--- src/rtl/tbi_pkg.sv ---
// Package: sizes, controller states and the command/status bundles of the time bucket index.
`timescale 1ns / 1ps

package tbi_pkg;

   localparam int TICKS = 1024;
   localparam int SLOTS = 32;

   localparam int TICK_FIELD_W = 17;
   localparam int ID_W         = 16;

   localparam int TICK_W = (TICKS > 1) ? $clog2(TICKS) : 1;
   localparam int SLOT_W = (SLOTS > 1) ? $clog2(SLOTS) : 1;
   localparam int CNT_W  = $clog2(SLOTS + 1);
   localparam int ADDR_W = (TICKS * SLOTS > 1) ? $clog2(TICKS * SLOTS) : 1;

   localparam logic OP_ADD   = 1'b0;
   localparam logic OP_QUERY = 1'b1;

   localparam logic signed [TICK_FIELD_W-1:0] TICK_LAST = TICK_FIELD_W'(TICKS - 1);

   typedef enum logic [3:0] {
      ST_CLEAR,
      ST_IDLE,
      ST_ADD_RD,
      ST_ADD_WR,
      ST_Q_FILL,
      ST_Q_CHK,
      ST_Q_SLOT,
      ST_Q_LOAD,
      ST_Q_EMPTY
   } state_type;

   typedef struct packed {
      logic take_req;
      logic clr_write;
      logic fill_rd;
      logic append;
      logic tick_next;
      logic slot_rd;
      logic slot_next;
      logic rsp_load;
      logic rsp_empty;
   } cmd_type;

   typedef struct packed {
      logic req_valid;
      logic req_query;
      logic req_skip;
      logic clear_done;
      logic tick_done;
      logic fill_full;
      logic fill_zero;
      logic slot_last;
      logic rsp_free;
   } status_type;

endpackage

--- src/rtl/tbi_ctrl.sv ---
// Controller: state machine sequencing the clear sweep, adds and queries.
`timescale 1ns / 1ps

module tbi_ctrl (
   input  logic                 clock,
   input  logic                 reset,
   input  tbi_pkg::status_type  status,
   output tbi_pkg::cmd_type     cmd
);

   tbi_pkg::state_type state_ff, state_in;

   always_ff @(posedge clock) begin
      if (reset) begin
         state_ff <= tbi_pkg::ST_CLEAR;
      end else begin
         state_ff <= state_in;
      end
   end

   always_comb begin
      state_in = state_ff;
      cmd      = '0;
      unique case (state_ff)
         tbi_pkg::ST_CLEAR: begin
            cmd.clr_write = 1'b1;
            cmd.tick_next = 1'b1;
            if (status.clear_done) begin
               state_in = tbi_pkg::ST_IDLE;
            end
         end
         tbi_pkg::ST_IDLE: begin
            cmd.take_req = 1'b1;
            if (status.req_valid) begin
               priority if (status.req_query && status.req_skip) begin
                  state_in = tbi_pkg::ST_Q_EMPTY;
               end else if (status.req_query) begin
                  state_in = tbi_pkg::ST_Q_FILL;
               end else if (!status.req_skip) begin
                  state_in = tbi_pkg::ST_ADD_RD;
               end else begin
                  state_in = tbi_pkg::ST_IDLE;
               end
            end
         end
         tbi_pkg::ST_ADD_RD: begin
            cmd.fill_rd = 1'b1;
            state_in    = tbi_pkg::ST_ADD_WR;
         end
         tbi_pkg::ST_ADD_WR: begin
            // a full bucket keeps its contents, the sweep moves on regardless
            cmd.append    = !status.fill_full;
            cmd.tick_next = 1'b1;
            state_in = status.tick_done ? tbi_pkg::ST_IDLE : tbi_pkg::ST_ADD_RD;
         end
         tbi_pkg::ST_Q_FILL: begin
            cmd.fill_rd = 1'b1;
            state_in    = tbi_pkg::ST_Q_CHK;
         end
         tbi_pkg::ST_Q_CHK: begin
            state_in = status.fill_zero ? tbi_pkg::ST_Q_EMPTY : tbi_pkg::ST_Q_SLOT;
         end
         tbi_pkg::ST_Q_SLOT: begin
            cmd.slot_rd = 1'b1;
            state_in    = tbi_pkg::ST_Q_LOAD;
         end
         tbi_pkg::ST_Q_LOAD: begin
            // read data holds while the response register is still occupied
            if (status.rsp_free) begin
               cmd.rsp_load = 1'b1;
               if (status.slot_last) begin
                  state_in = tbi_pkg::ST_IDLE;
               end else begin
                  cmd.slot_next = 1'b1;
                  state_in      = tbi_pkg::ST_Q_SLOT;
               end
            end
         end
         tbi_pkg::ST_Q_EMPTY: begin
            if (status.rsp_free) begin
               cmd.rsp_empty = 1'b1;
               state_in      = tbi_pkg::ST_IDLE;
            end
         end
         default: begin
            state_in = tbi_pkg::ST_IDLE;
         end
      endcase
   end

endmodule

--- config.mk ---
export PLATFORM = sky130hd
export DESIGN_NAME = tbi_ctrl
export DESIGN_NICKNAME = d
export VERILOG_FILES = /design/src/rtl/tbi_pkg.sv /design/src/rtl/tbi_ctrl.sv
export SDC_FILE = /design/constraint.sdc
export NUM_CORES = 1
export LEC_CHECK = 0
export BUFFER_PORTS_ARGS = -buffer_cell sky130_fd_sc_hd__buf_2
export CORE_AREA = 2 2 39 41
export CTS_CLUSTER_DIAMETER = 40
export DETAILED_ROUTE_END_ITERATION = 10
export DIE_AREA = 0 0 41 43
export GPL_ROUTABILITY_DRIVEN = 1
export SETUP_SLACK_MARGIN = 0.5
export SYNTH_ARGS = -nofsm -noshare
export SYNTH_HDL_FRONTEND = slang
export SYNTH_SLANG_ARGS = --single-unit
export TNS_END_PERCENT = 50
--- constraint.sdc ---
create_clock -name clock -period 3.7 [get_ports clock]
set_input_delay 0 -clock clock [delete_from_list [all_inputs] [get_ports clock]]
set_output_delay 0 -clock clock [all_outputs]
set_load 0.05 [all_outputs]
==> results.cfg, run 1 <==
[yosys]
synth_common_cells = nor3_1, a21oi_1, dfxtp_1
synth.top_cell.area_share_pct = 18.0
yosys.area.top_type = dfxtp_1
synth-edff-count = 0
yosysSeqAreaShare_pct = 18.0
synth_cells = 57
synth_warnings = 0
async_flop_share_pct = 0
synthFlopType = dfxtp_1
syn_area_per_cell_um2 = 7.81
ys_ff_latch = 4
ys_types = 35
synth_area_um2 = 445
yosys-top-cells-area = dfxtp_1, nor3_1, a211oi_4, a21oi_1, nand2b_1
synth_most_common_cell = nor3_1
synthesis.nets = 68

[clocking]
cts-hold-fix-buffers = 1
clock-sinks = 4
path_clk_slew_ns = 0.04
clock_path_buffers = 2
root_buffer = clkbuf_4
insertion_delay_ns = 0.23
cts_setup_buffers = 0
numCtsBuffers = 3
cts_tree = built
h-tree-depth = 1
cts_resized = 0

[cells_and_area]
stdcell_count = 92
nets = 89
drive_gt1_share_pct = 36.8
area_growth_pct = 27.0
antenna_cells = 0
reg.largest.list = state_ff: 4 flops
largest_reg_flops = 4
top_register = state_ff
fill_cells = 152

[timing]
finalHoldViolCount = 0
tns_ns = 0
clock_skew_ns = 0.000158
period_share_pct = 46.6
period_needed_ns = 1.73
worst_pin_slew_ns = 0.570
fin_ws_ns = 1.97
relSlewSlack_pct = 62.0
slew_violations = 0
setup_viol = 0
fmax_ghz = 0.580
rsz0062_at_grt = no

[detailed_routing]
viasPerCell = 5.29
ant_nets = 0
dr.pass1.iters = 4
wire_per_inst_um = 11.3
drtIter0Drc = 6
wl_um = 1040
vias = 487
drc_errors = 0

[grt]
grt_pass1_wl_um = 1680
grt_start_max_net_pins = 17
globalRouteTotalUtil_pct = 13.9
antenna_found_initial = 0
grt_overflow = 0
first_global_vias = 416

[floorplanning]
fp.dieH_um = 43
ioPinCount = 20
initial_core_util_pct = 32.2
fp.dieW_um = 41
die_area_um2 = 1760
rows = 14
coreArea_um2 = 1380

[min_path]
min-delay-start = status[0]
holdCritPathClass = primary input to flop

[worst_setup_path]
worstSetupPathType = flop to output port
slowest_delay_ns = 0.64
worst_ep_required_time_ns = 3.70
start_kind = flop
startpoint = state_ff[2]
cp.arrival_ns = 1.73
worstPathCellList = nand2b_1 -> nor4_1 -> buf_2
r2r_start = state_ff[2]
crit_fanout = 16
setup.worst_path.end_class = output port
slowest_stage = dfxtp_1

[place]
post-place-cells = 88
preCtsSetupSlack_ns = 2.14
hpwl_um = 784
portBuffers = 19
gp_congestion = 0.789

[run_status]
status = complete, no violations

[run]
cap_violations = 0

[power]
leakagePower_uw = 0.000235
power_density_nw_per_um2 = 255
ir_drop_mv = 0.152
cells in the final DEF, fill, tap and decap left out, types with 2 or more instances in the layout:
master    synthesis  routed
o21a_1            2       2
o21ai_1           2       2
buf_2             1      19
a21oi_1           4       4
nand2_1           3       3
nand2b_1          3       3
dfxtp_1           4       4
nor2_1            3       3
nor3_1            5       5
nor3b_1           2       2
clkbuf_4          1       3
nor4_1            3       3
nand3_1           2       2
final timing paths:
check	to	slack, ns	cells past startpoint
min	state_ff[2]	0.13	3
min reg2reg	state_ff[3]	0.74	2
max	cmd[2]	1.97	3
max reg2reg	state_ff[0]	2.15	4
per-stage QoR:
step                      instance area [µm²]  hold slack (ns)  power [µW]  utilization [%]
final                                     566            0.128         144             40.9
after global routing                      566            0.146         158             40.9
after CTS                                 566            0.123         148             40.9
after detailed placement                  533            0.218        92.7             38.5
after global placement                    533            0.214        92.7             38.5
after floorplan                           445           0.0691        81.4                -
worst max-delay path, delay by kind of cell, from the launching register on:
kind,cells,cell delay (ns)
flip-flops,1,0.64
buffers and inverters,1,0.31
AND/OR/NAND/NOR,2,0.53
cell type report:
type | instances | area (µm²) | area share, %
Tap cell | 16 | 20.0 | 3.54
Sequential cell | 4 | 80.1 | 14.2
Clock buffer | 3 | 22.5 | 3.98
Multi-Input combinational cell | 48 | 334 | 59.1
Inverter | 1 | 3.75 | 0.664
Timing Repair Buffer | 20 | 105 | 18.6
layer usage:
| metal | global-route usage [%] | routed length [µm] | up-vias |
|---|---|---|---|
| met5 | 0 | 0 | - |
| met4 | 8.00 | 0 | 0 |
| met3 | 3.14 | 46 | 0 |
| met2 | 19.4 | 487 | 10 |
| met1 | 18.7 | 504 | 223 |
| li1 | - | - | 254 |
kinds of logic (layout without fill, tap and decap cells):
family / Yosys count / after routing / share of synthesized area [%]
AO/OA/AOI/OAI: 16 / 16 / 27.5
buffers and inverters: 5 / 24 / 7.02
multiplexers: 2 / 2 / 4.78
XOR/XNOR: 2 / 2 / 3.93
flip-flops: 4 / 4 / 18.0
AND/OR/NAND/NOR: 28 / 28 / 38.8
power by group:
group	leakage, µW	total (µW)	switching, µW	internal [µW]
sequential	0.0000325	50.2	5.51	44.7
combinational	0.000189	42.4	25.3	17.1
clock	0.0000138	51.7	15.6	36.1
total	0.000235	144	46.4	97.9
Power figures use the tool's default switching activity.
==> run 2: changes to the inputs <==
- clock period: 3.7 -> 1.8 ns (I/O delays scaled with it)
==> results.cfg, run 2 (synthesis results as in run 1) <==
[clocking]
clock-sinks = 4
cts_tree = built
insertion_delay_ns = 0.23
path_clk_slew_ns = 0.03
clock_path_buffers = 2
h-tree-depth = 1
root_buffer = clkbuf_4
numCtsBuffers = 3

[worst_setup_path]
crit_fanout = 11
cp.arrival_ns = 1.29
r2r-end = state_ff[0]
reg2regPathDepth = 4
crit_family = buffers and inverters
r2r_start = state_ff[2]
crit_buf_inv = 2
rrSetupSlack_ns = 0.51
cpMostUsedCell = buf_4
setup.worst_path.end_class = output port
worstPathCellList = buf_4 -> xor2_1 -> nor3_1 -> buf_4
slowest_delay_ns = 0.38
slowest_stage = dfxtp_4
worstSetupPathType = flop to output port
worst_ep_required_time_ns = 1.80
start_kind = flop

[floorplanning]
fp.dieH_um = 43
die_area_um2 = 1760
rows = 14
ioPinCount = 20
fp.dieW_um = 41
coreArea_um2 = 1380
initial_core_util_pct = 32.2

[run]
cap_violations = 0

[detailed_routing]
dr.pass1.iters = 3
highest_layer = met4
wl_met3_um = 72
m1WireLength_um = 533
vias = 532
drtIter0Drc = 5
wl_met2_um = 581
viasPerCell = 5.32
wl_um = 1200
wire_per_inst_um = 12.0
drc_errors = 0
ant_nets = 0

[place]
gp_congestion = 0.789
post-place-cells = 91
preCtsSetupSlack_ns = 0.336
hpwl_um = 822
portBuffers = 19

[cells_and_area]
reg.largest.list = state_ff: 4 flops
stdcell_count = 100
area_growth_pct = 58.1
antenna_cells = 0
final_cell_mix = buf_4, buf_2, nor3_1, a21oi_1
post-route-util_pct = 50.9
drive_gt1_share_pct = 56.0
top_register = state_ff
final_common_cell = buf_4
fill_cells = 142
largest_reg_flops = 4
nets = 97

[min_path]
holdCritPathClass = primary input to flop
hold_path_end = state_ff[1]
min_path_cells = 3
min-delay-start = status[0]

[timing]
setup_viol = 0
period_share_pct = 71.6
tns_ns = 0
period_needed_ns = 1.29
clock_skew_ns = 0.00370
fin_ws_ns = 0.510
finalHoldViolCount = 0
slew_violations = 0
worst_pin_slew_ns = 0.275
rsz0062_at_grt = yes
relSlewSlack_pct = 81.4
fmax_ghz = 0.775

[run_status]
status = complete, no violations

[power]
power_density_nw_per_um2 = 447
ir_drop_mv = 0.329
leakagePower_uw = 0.000292

[grt]
grt_overflow = 0
globalRouteTotalUtil_pct = 13.0
first_global_vias = 412
antenna_found_initial = 0
grt_start_max_net_pins = 16
grt_pass1_wl_um = 1630
[run 2: changes by cell type in the layout (fill, tap and decap cells not counted), moves of 3 or more]
cell,delta
buf_4,+15
nor4_1,-3
dfxtp_1,-3
buf_2,-7
dfxtp_4,+3
nor4_2,+3
[run 2: area by class of cell]
class	count	area, µm²	share of cell area, %
Clock buffer	3	22.5	3.20
Inverter	1	3.75	0.533
Multi-Input combinational cell	48	384	54.5
Sequential cell	4	91.3	13.0
Tap cell	16	20.0	2.84
Timing Repair Buffer	28	183	25.9
[run 2: routing by layer]
| layer | vias to the layer above | global-route usage (%) |
|---|---|---|
| met3 | 2 | 3.14 |
| met4 | 0 | 4.00 |
| met5 | - | 0 |
| met2 | 18 | 19.7 |
| li1 | 272 | - |
| met1 | 240 | 17.4 |
[run 2: through the flow]
step | hold slack, ns | total power (µW) | instance area, µm²
final | 0.127 | 315 | 704
after global routing | 0.116 | 342 | 704
after CTS | 0.120 | 312 | 638
after detailed placement | 0.204 | 197 | 579
after global placement | 0.204 | 197 | 579
after floorplan | 0.0691 | 170 | 469
[run 2: worst register-to-register path, cell delays in order (launching register included)]
cell and delay, ns:
dfxtp_4 0.37, and4b_1 0.24, a211oi_4 0.24, o41ai_2 0.13
o21a_1 0.19
[run 2: worst max-delay path by stage]
stage | from | endpoint | slack [ns] | cells past startpoint
after global placement | state_ff[0] | state_ff[2] | 0.35 | 4
after global routing | state_ff[1] | state_ff[0] | 0.45 | 4
after CTS | state_ff[0] | cmd[7] | 0.47 | 3
final | state_ff[0] | cmd[4] | 0.51 | 4
after detailed placement | state_ff[0] | state_ff[2] | 0.34 | 4
after floorplan | state_ff[2] | cmd[6] | 0.05 | 3
[run 2: timing repair]
item / CTS / global route
pin swaps: 0 / 2
gates resized for setup: 11 / 9
hold endpoints to repair: 3 / 0
hold buffers: 1 / 0
buffers inserted: 0 / 5
setup endpoints to repair: 13 / 13
[run 2: report_power, final]
part / switching, µW / leakage (µW) / internal [µW]
clock: 31.8 / 0.0000138 / 74.2
combinational: 61.4 / 0.000244 / 49.0
sequential: 9.16 / 0.0000347 / 89.4
total: 102 / 0.000292 / 213
==> run 3: changes to the inputs <==
- clock period: 1.8 -> 1.3 ns (I/O delays scaled with it)
==> results.cfg, run 3 (synthesis results as in run 1) <==
[cells_and_area]
nets = 108
largest_reg_flops = 4
drive_gt1_share_pct = 75.0
top_register = state_ff
reg.largest.list = state_ff: 4 flops
area_growth_pct = 138
post-route-util_pct = 76.7
antenna_cells = 0
final_common_cell = buf_6
stdcell_area_um2 = 1060
final_cell_mix = buf_6, buf_2, buf_4, nor3_4, dfxtp_4

[grt]
grt_overflow = 0
top_usage_layer = met2
first_global_vias = 636
use_met2_pct = 36.6
grt_start_max_net_pins = 9
grt_pass1_wl_um = 2790
gr-usage-met1_pct = 30.9
met3_usage_pct = 4.71
globalRouteTotalUtil_pct = 23.5
antenna_found_initial = 0

[timing]
setup_viol = 4
worst_pin_slew_ns = 0.328
finalHoldViolCount = 0
period_share_pct = 102
period_needed_ns = 1.33
rsz0062_at_grt = yes
fin_ws_ns = -0.0263
fmax_ghz = 0.754
fin_hold_ws_ns = 0.0771
clock_skew_ns = 0.0197
relSlewSlack_pct = 78.0
tns_ns = -0.0585
slew_violations = 0

[worst_setup_path]
r2r_start = state_ff[2]
worst_ep_required_time_ns = 1.30
setup.worst_path.end_class = output port
r2r-end = state_ff[0]
rrSetupSlack_ns = 0.01
reg2regPathDepth = 5
worstSetupPathType = flop to output port
crit_fanout = 5
startpoint = state_ff[0]
start_kind = flop
cp.arrival_ns = 1.33

[floorplanning]
die_area_um2 = 1760
ioPinCount = 20
fp.dieH_um = 43
coreArea_um2 = 1380
fp.dieW_um = 41
initial_core_util_pct = 32.2
rows = 14

[clocking]
clock-sinks = 4
insertion_delay_ns = 0.26
h-tree-depth = 1
root_buffer = clkbuf_4
path_clk_slew_ns = 0.05
clock_path_buffers = 2
cts_tree = built
numCtsBuffers = 3

[power]
power_density_nw_per_um2 = 541
ir_drop_mv = 0.555
leakagePower_uw = 0.000412

[run]
cap_violations = 0

[min_path]
holdCritPathClass = primary input to flop
min_path_cells = 3
hold_path_end = state_ff[2]
min-delay-start = status[0]

[detailed_routing]
ant_nets = 0
viasPerCell = 5.29
vias = 593
wire_per_inst_um = 14.5
drtIter0Drc = 10
drc_errors = 0
wl_um = 1630
dr.pass1.iters = 4

[place]
portBuffers = 19
hpwl_um = 1100
gp_congestion = 0.805
preCtsSetupSlack_ns = -0.0253
placed_area_um2 = 803

[run_status]
status = finished with violations
violations = setup timing
## run 3: cell count changes in the layout (fill, tap and decap cells not counted), moves of 3 or more
| cell | change |
|---|---|
| buf_4 | -6 |
| nor3_4 | +4 |
| nor4_4 | +3 |
| nor4_2 | -3 |
| buf_8 | +3 |
| buf_6 | +14 |
| nor3_1 | -4 |
## run 3: metrics by stage
step / std cells / power, µW
after floorplan: 57 / 264
after global placement: 102 / 323
after detailed placement: 102 / 325
after CTS: 111 / 558
after global routing: 112 / 604
final: 112 / 574
## run 3: how the worst max path moves through the flow
stage / to / slack (ns) / cells after the start
after global routing: cmd[7] / -0.09 / 5
after global placement: state_ff[2] / 0.008 / 5
after detailed placement: state_ff[2] / -0.03 / 5
after CTS: cmd[7] / -0.01 / 5
final: cmd[7] / -0.03 / 5
after floorplan: cmd[2] / 0.10 / 2
## run 3: worst max-delay path: stages (launching register included)
cell	delay [ns]
dfxtp_4	0.36
buf_6	0.13
buf_6	0.13
buf_12	0.12
nor4_4	0.14
buf_6	0.19
## run 3: timing repair
item,in CTS,in global routing
pin swaps,14,2
setup endpoints to repair,13,13
setup buffers,4,1
gates resized for setup,41,3
endpoints found under the hold margin,3,0
hold buffers,1,0
## run 3: where the power goes
| part | switching (µW) | total, µW | internal [µW] |
|---|---|---|---|
| Combinational | 128 | 254 | 127 |
| Sequential | 6.56 | 128 | 121 |
| Clock | 74.9 | 191 | 117 |
## run 3: area by class of cell
| cell class | count | area [µm²] |
|---|---|---|
| inverter | 1 | 3.75 |
| fill | 105 | 323 |
| tap | 16 | 20.0 |
| clock buffer | 4 | 26.3 |
| sequential | 4 | 95.1 |
| multi-input combinational | 48 | 546 |
| timing repair buffer | 39 | 370 |
## run 3: per-layer routing
layer	part of all wire (%)	wire, µm	vias up
li1	-	-	293
met1	39	633	287
met2	57	923	11
met3	2.5	41	2
met4	1.8	30	0
met5	0	0	-
